<file path="config.mk">
export PLATFORM = sky130hd
export DESIGN_NAME = delta_timer_queue
export DESIGN_NICKNAME = d
export VERILOG_FILES = /design/src/hw/rtl/dtq_pkg.sv /design/src/hw/rtl/delta_timer_queue.sv
export SDC_FILE = /design/constraint.sdc
export NUM_CORES = 2
export LEC_CHECK = 0
export BUFFER_PORTS_ARGS = -buffer_cell sky130_fd_sc_hd__buf_2
export CORE_UTILIZATION = 60
export DETAILED_ROUTE_END_ITERATION = 8
export GPL_TIMING_DRIVEN = 0
export PLACE_DENSITY = 0.87
export SLEW_MARGIN = 10
export SYNTH_ARGS = -nofsm -noshare
export SYNTH_HDL_FRONTEND = slang
export SYNTH_SLANG_ARGS = --single-unit
</file>
<file path="constraint.sdc">
create_clock -name clk -period 23.2 [get_ports clk]
set_clock_uncertainty 0.05 [all_clocks]
set_input_delay 2.32 -clock clk [delete_from_list [all_inputs] [get_ports clk]]
set_output_delay 2.32 -clock clk [all_outputs]
set_load 0.01 [all_outputs]
</file>
<file path="src/hw/rtl/dtq_pkg.sv">
// Shared types, field widths and codes of the delta list timer queue.
package dtq_pkg;

	// Default number of timer slots.
	localparam int TIMER_SLOTS_DEF = 64;

	// Field widths.
	localparam int DELAY_W  = 16;
	localparam int HANDLE_W = 8;

	// Stream data widths, padded to whole bytes.
	localparam int IN_DATA_W  = 24;
	localparam int OUT_DATA_W = 8;

	// Operation codes carried on the input tuser.
	localparam logic OP_TICK = 1'b0;
	localparam logic OP_ADD  = 1'b1;

	// Status codes carried on the output tuser.
	localparam logic STATUS_FIRED = 1'b0;
	localparam logic STATUS_FULL  = 1'b1;

	// Sequencer states, one-hot.
	typedef enum logic [7:0] {
		S_IDLE  = 8'b0000_0001,
		S_REPLY = 8'b0000_0010,
		S_TICK  = 8'b0000_0100,
		S_NEXT  = 8'b0000_1000,
		S_POP   = 8'b0001_0000,
		S_WALK  = 8'b0010_0000,
		S_SHIFT = 8'b0100_0000,
		S_PLACE = 8'b1000_0000
	} state_t;

endpackage

</file>
<file path="src/hw/rtl/delta_timer_queue.sv">
// Top level of the delta list timer queue: sequencer, slot memory and result register.
//
// Channel  Direction  Handshake         Payload
// s_*      in         s_tvalid/tready   tuser = operation, tdata = delay, handle
// m_*      out        m_tvalid/tready   tuser = status, tdata = fired_handle, tlast = last
//
// In an insertion the walk reads one slot per cycle through the single memory read port,
// then the tail is moved one slot a cycle, then the new entry is written.
// Reset (arst_n, asynchronous) empties the queue; the slot memory needs no clearing.
// Input is taken only between items; a stalled result register holds the sequencer only
// where it needs to load another result.
module delta_timer_queue #(
	parameter int TIMER_SLOTS = dtq_pkg::TIMER_SLOTS_DEF
) (
	input  logic                            clk,
	input  logic                            arst_n,
	input  logic                            s_tvalid,
	output logic                            s_tready,
	// Fields from bit 0: delay[15:0], handle[23:16].
	input  logic [dtq_pkg::IN_DATA_W-1:0]   s_tdata,
	// Fields from bit 0: operation[0].
	input  logic                            s_tuser,
	output logic                            m_tvalid,
	input  logic                            m_tready,
	// Fields from bit 0: fired_handle[7:0].
	output logic [dtq_pkg::OUT_DATA_W-1:0]  m_tdata,
	// Fields from bit 0: status[0].
	output logic                            m_tuser,
	output logic                            m_tlast
);
	import dtq_pkg::*;

	localparam int AW = $clog2(TIMER_SLOTS);
	localparam int CW = $clog2(TIMER_SLOTS + 1);
	localparam logic [CW:0] SLOTS_X = (CW+1)'(TIMER_SLOTS);

	// Map a position in the list to a slot of the circular store.
	function automatic logic [AW-1:0] to_phys(input logic [AW-1:0] base,
		input logic [CW-1:0] offs);
		logic [CW:0] sum;
		sum = (CW+1)'(base) + (CW+1)'(offs);
		if (sum >= SLOTS_X) begin
			sum = sum - SLOTS_X;
		end
		return sum[AW-1:0];
	endfunction

	state_t                state_q, state_d;
	logic [AW-1:0]         head_q, head_d, head_inc;
	logic [CW-1:0]         occ_q, occ_d;
	logic [CW-1:0]         walk_q, walk_d;
	logic [CW-1:0]         shf_q, shf_d;
	logic [DELAY_W-1:0]    rem_q, rem_d;
	logic [HANDLE_W-1:0]   hnd_q, hnd_d;
	logic                  rstat_q, rstat_d;

	logic [DELAY_W-1:0]    mem_delta [TIMER_SLOTS];
	logic [HANDLE_W-1:0]   mem_handle [TIMER_SLOTS];
	logic                  rd_en, wr_en;
	logic [AW-1:0]         rd_addr, wr_addr;
	logic [DELAY_W-1:0]    wr_delta, rd_delta_q;
	logic [HANDLE_W-1:0]   wr_handle, rd_handle_q;

	logic [DELAY_W-1:0]    alu_a, alu_b;
	logic [DELAY_W:0]      alu_diff;
	logic                  alu_pos;

	logic                  out_valid_q, out_status_q, out_last_q;
	logic [HANDLE_W-1:0]   out_handle_q;
	logic                  out_free, out_load, ld_status, ld_last;
	logic [HANDLE_W-1:0]   ld_handle;

	logic                  in_op;
	logic [DELAY_W-1:0]    in_delay;
	logic [HANDLE_W-1:0]   in_handle;

	assign in_op     = s_tuser;
	assign in_delay  = s_tdata[DELAY_W-1:0];
	assign in_handle = s_tdata[DELAY_W +: HANDLE_W];

	// Shared subtractor: the borrow and the zero test give the comparisons.
	assign alu_diff = {1'b0, alu_a} - {1'b0, alu_b};
	assign alu_pos  = !alu_diff[DELAY_W] && (alu_diff[DELAY_W-1:0] != '0);

	assign head_inc = (head_q == AW'(TIMER_SLOTS - 1)) ? '0 : head_q + 1'b1;
	assign out_free = !out_valid_q || m_tready;
	assign s_tready = (state_q == S_IDLE);

	// Sequencer.
	always_comb begin
		state_d   = state_q;
		head_d    = head_q;
		occ_d     = occ_q;
		walk_d    = walk_q;
		shf_d     = shf_q;
		rem_d     = rem_q;
		hnd_d     = hnd_q;
		rstat_d   = rstat_q;
		rd_en     = 1'b0;
		rd_addr   = head_q;
		wr_en     = 1'b0;
		wr_addr   = head_q;
		wr_delta  = rd_delta_q;
		wr_handle = rd_handle_q;
		alu_a     = rd_delta_q;
		alu_b     = DELAY_W'(1);
		out_load  = 1'b0;
		ld_status = STATUS_FIRED;
		ld_handle = hnd_q;
		ld_last   = 1'b1;
		unique case (state_q)
			S_IDLE: begin
				if (s_tvalid) begin
					hnd_d  = in_handle;
					rem_d  = in_delay;
					walk_d = '0;
					if (in_op == OP_TICK) begin
						if (occ_q != '0) begin
							rd_en   = 1'b1;
							state_d = S_TICK;
						end
					end else begin
						priority if (in_handle == '0) begin
							state_d = S_IDLE;
						end else if (in_delay == '0) begin
							rstat_d = STATUS_FIRED;
							state_d = S_REPLY;
						end else if (occ_q >= CW'(TIMER_SLOTS)) begin
							rstat_d = STATUS_FULL;
							state_d = S_REPLY;
						end else begin
							rd_en   = 1'b1;
							state_d = S_WALK;
						end
					end
				end
			end
			S_REPLY: begin
				if (out_free) begin
					out_load  = 1'b1;
					ld_status = rstat_q;
					state_d   = S_IDLE;
				end
			end
			S_TICK: begin
				// Head delta above one only counts down; otherwise the head fires.
				if (alu_pos && (alu_diff[DELAY_W-1:0] != '0) && (rd_delta_q != DELAY_W'(1))) begin
					wr_en    = 1'b1;
					wr_delta = alu_diff[DELAY_W-1:0];
					state_d  = S_IDLE;
				end else begin
					hnd_d   = rd_handle_q;
					head_d  = head_inc;
					occ_d   = occ_q - 1'b1;
					state_d = S_NEXT;
				end
			end
			S_NEXT: begin
				// With the list empty the pending entry is the final result.
				if (occ_q == '0) begin
					if (out_free) begin
						out_load = 1'b1;
						state_d  = S_IDLE;
					end
				end else begin
					rd_en   = 1'b1;
					state_d = S_POP;
				end
			end
			S_POP: begin
				// The new head decides whether the pending result is the final one.
				if (out_free) begin
					out_load = 1'b1;
					if (rd_delta_q != '0) begin
						state_d = S_IDLE;
					end else begin
						ld_last = 1'b0;
						hnd_d   = rd_handle_q;
						head_d  = head_inc;
						occ_d   = occ_q - 1'b1;
						state_d = S_NEXT;
					end
				end
			end
			S_WALK: begin
				// Step past entries that expire strictly before the new one.
				alu_a = rem_q;
				alu_b = rd_delta_q;
				if ((walk_q < occ_q) && alu_pos) begin
					rem_d   = alu_diff[DELAY_W-1:0];
					walk_d  = walk_q + 1'b1;
					rd_en   = 1'b1;
					rd_addr = to_phys(head_q, walk_q + 1'b1);
				end else if (walk_q == occ_q) begin
					state_d = S_PLACE;
				end else begin
					shf_d   = occ_q;
					rd_en   = 1'b1;
					rd_addr = to_phys(head_q, occ_q - 1'b1);
					state_d = S_SHIFT;
				end
			end
			S_SHIFT: begin
				// Move the tail up one slot; the follower loses the new entry's delta.
				alu_a   = rd_delta_q;
				alu_b   = rem_q;
				wr_en   = 1'b1;
				wr_addr = to_phys(head_q, shf_q);
				if (shf_q == walk_q + 1'b1) begin
					wr_delta = alu_diff[DELAY_W-1:0];
					state_d  = S_PLACE;
				end else begin
					shf_d   = shf_q - 1'b1;
					rd_en   = 1'b1;
					rd_addr = to_phys(head_q, shf_q - CW'(2));
				end
			end
			S_PLACE: begin
				wr_en     = 1'b1;
				wr_addr   = to_phys(head_q, walk_q);
				wr_delta  = rem_q;
				wr_handle = hnd_q;
				occ_d     = occ_q + 1'b1;
				state_d   = S_IDLE;
			end
			default: begin
				state_d = S_IDLE;
			end
		endcase
	end

	// Control registers.
	always_ff @(posedge clk or negedge arst_n) begin
		if (!arst_n) begin
			state_q     <= S_IDLE;
			head_q      <= '0;
			occ_q       <= '0;
			out_valid_q <= 1'b0;
		end else begin
			state_q <= state_d;
			head_q  <= head_d;
			occ_q   <= occ_d;
			if (out_load) begin
				out_valid_q <= 1'b1;
			end else if (m_tready) begin
				out_valid_q <= 1'b0;
			end
		end
	end

	// Working and result payload registers.
	always_ff @(posedge clk) begin
		walk_q  <= walk_d;
		shf_q   <= shf_d;
		rem_q   <= rem_d;
		hnd_q   <= hnd_d;
		rstat_q <= rstat_d;
		if (out_load) begin
			out_status_q <= ld_status;
			out_handle_q <= ld_handle;
			out_last_q   <= ld_last;
		end
	end

	// Slot memory: one write and one registered read per cycle.
	always_ff @(posedge clk) begin
		if (wr_en) begin
			mem_delta[wr_addr]  <= wr_delta;
			mem_handle[wr_addr] <= wr_handle;
		end
		if (rd_en) begin
			rd_delta_q  <= mem_delta[rd_addr];
			rd_handle_q <= mem_handle[rd_addr];
		end
	end

	assign m_tvalid = out_valid_q;
	assign m_tdata  = out_handle_q;
	assign m_tuser  = out_status_q;
	assign m_tlast  = out_last_q;

endmodule

</file>
; Word-level counts from Yosys, hierarchy flattened
; Memory sizes are Yosys's and may differ from the RTL's. A register that Yosys moved wholly into a read port is not among the register bits.
; Index checks and enable logic that the tools add are counted.
; Widths: inputs -> output; s select.
[totals]
regBits = 71
mem_bits_rw = 1536
inputBits = 29
out_inout_bits = 12
word_cells = 169
mem_count = 2
[mem_list]
columns = memory, words, word_bits, read_ports, rd_clocked_by_memory_dff, write_ports, line
row1 = mem_delta, 64, 16, 1, 1, 1, delta_timer_queue.sv:57  ; logic [DELAY_W-1:0] mem_delta [TIMER_SLOTS];
row2 = mem_handle, 64, 8, 1, 1, 1, delta_timer_queue.sv:58  ; logic [HANDLE_W-1:0] mem_handle [TIMER_SLOTS];
[classes]
addsub = 17
n_lt_le_gt_ge = 7
n_eq_ne = 22
n_mux = 77
n_bitwise = 1
n_reduce_logical = 31
[op_table]
columns = cell, n
row1 = $mux 8, 14
row2 = $mux 6, 15
row3 = $mux 16, 5
row4 = $pmux 16 s2, 2
row5 = $mux 7, 8
row6 = $pmux 8 s7, 1
row7 = $pmux 16 s3, 1
row8 = $add 6x7->8, 5
row9 = $ge 8x7->1 const B, 5
row10 = $pmux 6 s2, 3
row11 = $reduce_bool 16->1, 2
row12 = $sub 6x1->6 const B, 5
row13 = $pmux 7 s2, 2
row14 = $pmux 8 s3, 1
row15 = $pmux 7 s3, 1
row16 = $mux 1, 19
row17 = $ne 2x2->1 const B, 9
row18 = $sub 16x16->17, 1
row19 = $logic_not 16->1, 1
row20 = $ne 16x1->1 const B, 1
row21 = $reduce_and 5->1, 3
row22 = $add 7x1->7 const B, 2
row23 = $eq 7x7->1, 2
row24 = $sub 7x1->7 const B, 2
row25 = other kinds (30), 45

; Depth between registers and ports, before layout
[depth]
depth_word = 11
depth_mapped = 28
ltp_nobuf = 20

; Worst setup path before layout
; OpenSTA, ideal clock, no wires.
[synth_path]
path_kind = flip-flop to flip-flop
from = register state_q[7]
to = memory mem_delta[0][13] (data pin)
setup_ps = 702
t_arrival_ps = 7210
required_time_ps = 22448
slack_ps = 15238
stages_incl_launch_ff = 19
n_path_buf = 4
period_less_slack_ps = 7962
cell_sequence = dfrtp_1 nor2_1 nand3_1 nor3b_1 clkbuf_1 buf_1 mux2i_1 ha_1 fa_1 nand2b_1 a21bo_2 a2111oi_2 nor3_1 a221o_1 or3_1 clkbuf_1 and2_1 clkbuf_1 o21ai_0
[synth_via]
elab_chain_len = 9
elab_cells_between_ends = 15
classes_between = add/sub: 1 / eq/ne: 4 / mux: 5 / reduce/logical: 5
[synth_lines]
columns = element, line
row1 = "start, declared", delta_timer_queue.sv:48  ; state_t state_q, state_d;
row2 = "start signal, assigned", delta_timer_queue.sv:240  ; state_q <= state_d;
row3 = $eq 8x7->1 / $eq 8x6->1 (equally long branches), delta_timer_queue.sv:111  ; unique case (state_q)
row4 = $pmux 16 s2 / $mux 16 (equally long branches), delta_timer_queue.sv:111
row5 = $sub 16x16->17, delta_timer_queue.sv:82  ; assign alu_diff = {1'b0, alu_a} - {1'b0, alu_b};
row6 = $reduce_bool 16->1 / $logic_not 1->1 (equally long branches), "delta_timer_queue.sv:83, delta_timer_queue.sv:147"
row7 = $logic_and 1x1->1, delta_timer_queue.sv:83  ; assign alu_pos = !alu_diff[DELAY_W] && (alu_diff[DELAY_W-1:0] != '0);
row8 = $logic_and 1x1->1 (2 in a row), delta_timer_queue.sv:147  ; if (alu_pos && (alu_diff[DELAY_W-1:0] != '0) && (rd_delta_q != DELAY_W'(1))) begin
row9 = $mux 16, delta_timer_queue.sv:147
row10 = $pmux 16 s3 (*), delta_timer_queue.sv:111
row11 = via wr_delta[13], delta_timer_queue.sv:61  ; logic [DELAY_W-1:0] wr_delta, rd_delta_q;
row12 = "end, declared", delta_timer_queue.sv:57
; Mark *: on every way through the listed nets, which the timed path passes. The rest lies on a longest branch.

; Worst setup path after layout
[layout_path]
from = register state_q[7]
to = register rd_handle_q[3] (read register of mem_handle) (data pin)
[layout_via]
elab_chain_len = 8
elab_cells_between_ends = 15
classes_between = add/sub: 1 / eq/ne: 4 / mux: 6 / reduce/logical: 4
[layout_lines]
columns = element, line
row1 = $eq 8x7->1 / $eq 8x6->1 (equally long branches), delta_timer_queue.sv:111
row2 = $pmux 16 s2 / $mux 16 (equally long branches), delta_timer_queue.sv:111
row3 = $sub 16x16->17, delta_timer_queue.sv:82
row4 = $reduce_bool 16->1 / $logic_not 1->1 (equally long branches), delta_timer_queue.sv:83
row5 = $logic_and 1x1->1, delta_timer_queue.sv:83
row6 = $logic_and 1x1->1, delta_timer_queue.sv:189  ; if ((walk_q < occ_q) && alu_pos) begin
row7 = $mux 1 / $mux 6 (equally long branches), delta_timer_queue.sv:189
row8 = $pmux 1 s4 / $pmux 6 s2 (equally long branches), delta_timer_queue.sv:111
row9 = "end, declared", delta_timer_queue.sv:62  ; logic [HANDLE_W-1:0] wr_handle, rd_handle_q;
; Parallel ways exist; a longest one is shown, timed or not.
; A chain may end at the register's enable or synchronous reset.

==> impl_metrics.py <==
metrics = {
    "cts": {
        "numCtsBuffers": 158,
        "postCtsSetupRepairBufs": 0,
        "cts_resized": 0,
        "clockBufferDepth": 3,
        "hold_buffers": 0,
        "cts.root.buffer_cell": "clkbuf_16",
        "clk_pin_slew_worst_paths_ns": 0.06,
        "cts_tree": "yes",
        "cts_max_level": 4,
        "clock-sinks": 1631,
        "worstSkewPairLatency_ns": 0.80,
    },
    "detailed_routing": {
        "viasPerCell": 6.80,
        "wl_per_cell_um": 31.5,
        "drc": 0,
        "firstDrtPassIters": 9,
        "ant_nets": 0,
        "drt-initial-drc-count": 7058,
        "wl_um": 210000,
        "dr_total_vias": 45315,
    },
    "synthesis": {
        "yosysWarnings": 0,
        "syn_area_um2": 68100,
        "synth-seq-cells": 1631,
        "ys.flop_type": "edfxtp_1",
        "synth_cells": 4769,
        "synthDistinctLibCells": 87,
        "syn_nets": 4854,
        "synth_top_area_share_pct": 71.0,
        "syn_area_per_cell_um2": 14.3,
        "synthTopCellsByArea": "edfxtp_1 (71%), mux2i_1 (5.0%), nand2_1 (4.8%), nand3_1 (2.9%), mux2_2 (2.0%)",
        "yosysSeqAreaShare_pct": 71.8,
        "synth_edf_count": 1609,
        "async_reset_ff_share_pct": 1.35,
        "synth.largest_area_cell": "edfxtp_1",
    },
    "global_routing": {
        "overflow": 0,
        "grt_max_degree": 65,
        "grt_first_pass_wirelength_um": 297000,
        "grt_usage_pct": 36.2,
        "antenna_found_initial": 8,
        "grt_pass1_vias": 43461,
    },
    "worst_setup_path": {
        "end_kind": "register",
        "critPathArrivalTime_ns": 11.19,
        "worstPathRequired_ns": 23.62,
        "worst_setup_path_start_kind": "register",
        "cp_max_fo": 10,
        "crit_type": "reg2reg",
    },
    "finish": {
        "multi_input_area_um2": 18500,
        "area_delta_synth_final_pct": 13.2,
        "seq_area_um2": 48900,
        "layout-drive-gt1-share_pct": 12.3,
        "design_area_um2": 77100,
        "nets": 5117,
        "fillers": 7024,
    },
    "placement": {
        "placed_area_um2": 72000,
        "routabilityCongestion": 1.06,
        "dpl.hpwl_um": 140000,
        "io_buffers": 40,
    },
    "floorplanning": {
        "rows": 123,
        "initial_core_util_pct": 60.5,
        "fp.dieH_um": 339,
        "core_um2": 112000,
        "dieWidth_um": 339,
        "die-area_um2": 115000,
        "ios": 41,
    },
    "sta": {
        "max_freq_ghz": 0.0928,
        "min_period_over_period_pct": 46.4,
        "slew_headroom_pct": 7.84,
        "tns_ns": 0,
        "setup_viol": 0,
        "period_needed_ns": 10.77,
        "finalMaxSlewViolations": 0,
        "rsz0062_at_grt": "no",
        "worst_hold_slack_ns": 0.456,
        "hold_viol": 0,
        "worst_pin_slew_ns": 1.38,
    },
    "pwr": {
        "ir_drop_v": 0.0000896,
        "p_per_area_nw_per_um2": 117,
        "leakage_nw": 26.9,
    },
    "worst_hold_path": {
        "hold_class": "reg2reg",
    },
    "run": {
        "max-cap-violations": 0,
    },
    "outcome": {
        "status": "finished clean",
    },
}
[cells in the mapped netlist, drive strengths merged, types with 10 or more instances]
| library cell | number |
|---|---|
| inv | 34 |
| mux2 | 121 |
| a32o | 21 |
| nor2 | 143 |
| nor4 | 36 |
| nor3 | 17 |
| edfxtp | 1609 |
| o311a | 24 |
| a21oi | 135 |
| a211oi | 40 |
| xnor2 | 36 |
| a32oi | 70 |
| nand2 | 873 |
| o211ai | 15 |
| a21o | 19 |
| mux2i | 343 |
| dfrtp | 21 |
| ha | 51 |
| a22oi | 35 |
| o21ai | 67 |
| and3 | 76 |
| and2 | 10 |
| a311oi | 10 |
| a22o | 22 |
| o22ai | 25 |
| xor2 | 20 |
| clkbuf | 178 |
| a31oi | 28 |
| buf | 104 |
| o221ai | 45 |
| nand3 | 398 |
| a221oi | 22 |
[layout by cell type (no fill, tap or decap), types with 17 or more instances in the layout]
master        n
a211oi_1     39
a21o_1       19
a21oi_1     135
a221oi_1     22
a22o_1       22
a22oi_1      35
a31oi_1      28
a32o_1       21
a32oi_1      70
and3_1       76
buf_1        23
buf_12       30
buf_2        98
buf_4        21
clkbuf_1    217
clkbuf_16   162
clkinv_1     39
clkinv_2     17
dfrtp_1      21
edfxtp_1   1609
ha_1         51
inv_1        34
mux2_2      120
mux2i_1     343
nand2_1     857
nand3_1     397
nor2_1       76
nor2_2       19
nor2_4       48
nor3_1       17
nor4_1       35
o21ai_0      53
o221ai_1     45
o22ai_1      25
o311a_1      24
xnor2_1      36
xor2_1       20
[sequential cells by signal (all words and copies together) (netlist names)]
signal       count
rem_q           16
m_tlast          1
shf_q            7
walk_q           7
occ_q            7
rd_delta_q      16
m_tdata          8
hnd_q            8
state_q          8
m_tuser          1
rstat_q          1
rd_handle_q      8
m_tvalid         1
mem_handle     512
mem_delta     1024
head_q           6
[power breakdown]
group	leakage, nW	switching (mW)	internal, mW
registers	14.8	0.0458	3.46
logic	9.70	2.11	0.843
clock network	2.43	1.12	1.42
[logic make-up after synthesis]
kind of cell               after synthesis  share of synthesized area, %
AOI/OAI and AO/OA                      632                          6.77
xor gates and xnor gates                60                         0.858
adders and majority gates               56                          1.08
buffers and inverters                  316                          1.99
DFF                                   1631                          71.8
muxes                                  466                          7.12
and+or+nand+nor                       1608                          10.4
[critical path: stages, from the launching register on]
cell and delay (ns):
dfrtp_1 0.42, nor2_1 0.21, nand3_1 0.15, nor3b_1 0.85
clkbuf_1 0.48, buf_1 0.50, a22oi_1 0.19, ha_1 0.42
and2_4 0.18, a221oi_1 0.53, a211oi_1 0.15, a211oi_1 0.74
o211ai_1 0.47, nor4b_4 0.67, o211ai_1 0.24, nand3_2 0.38
buf_2 0.54, clkbuf_1 1.06, mux2_2 0.44, o221ai_1 0.32
a21oi_1 0.21, nor4_1 0.89, o221ai_1 0.31
[final timing paths]
kind | startpoint | to | slack (ns) | cells after the start
worst min register to register | hnd_q[0] | m_tdata[0] | 0.46 | 0
worst min-delay path | hnd_q[0] | m_tdata[0] | 0.46 | 0
worst max register to register | state_q[7] | rd_handle_q[3] | 12.43 | 22
max in group asynchronous | arst_n | state_q[0] | 21.28 | 1
worst max-delay path | state_q[7] | rd_handle_q[3] | 12.43 | 22
min in group asynchronous | arst_n | occ_q[2] | 1.45 | 1
[area by class of cell]
class                      instances  area share (%)
timing repair buffer             103            1.91
sequential                      1631            63.4
clock inverter                    87            1.08
buffer                           282            1.59
tap                             1500            2.43
antenna                            1         0.00325
inverter                          34           0.166
clock buffer                     202            5.45
multi-input combinational       2822            24.0
[through the flow]
stage               utilization, %  power (mW)  cells  setup slack [ns]
floorplan                        -        5.14   4769             15.24
global placement              62.4        6.26   6309              8.09
detailed placement            64.0        6.35   6372             13.04
CTS                           68.5        8.85   6661             12.98
global route                  68.5        9.16   6661             12.19
finish                        68.5        9.00   6662             12.43
[per-layer routing]
metal | routed length, µm | global-route usage, % | vias up
li1 | - | - | 18794
met1 | 70600 | 45.5 | 22007
met4 | 16800 | 23.9 | 10
met3 | 28100 | 10.3 | 791
met2 | 93800 | 55.3 | 3713
met5 | 222 | 0 | -
(Power assumes the default switching activity.)
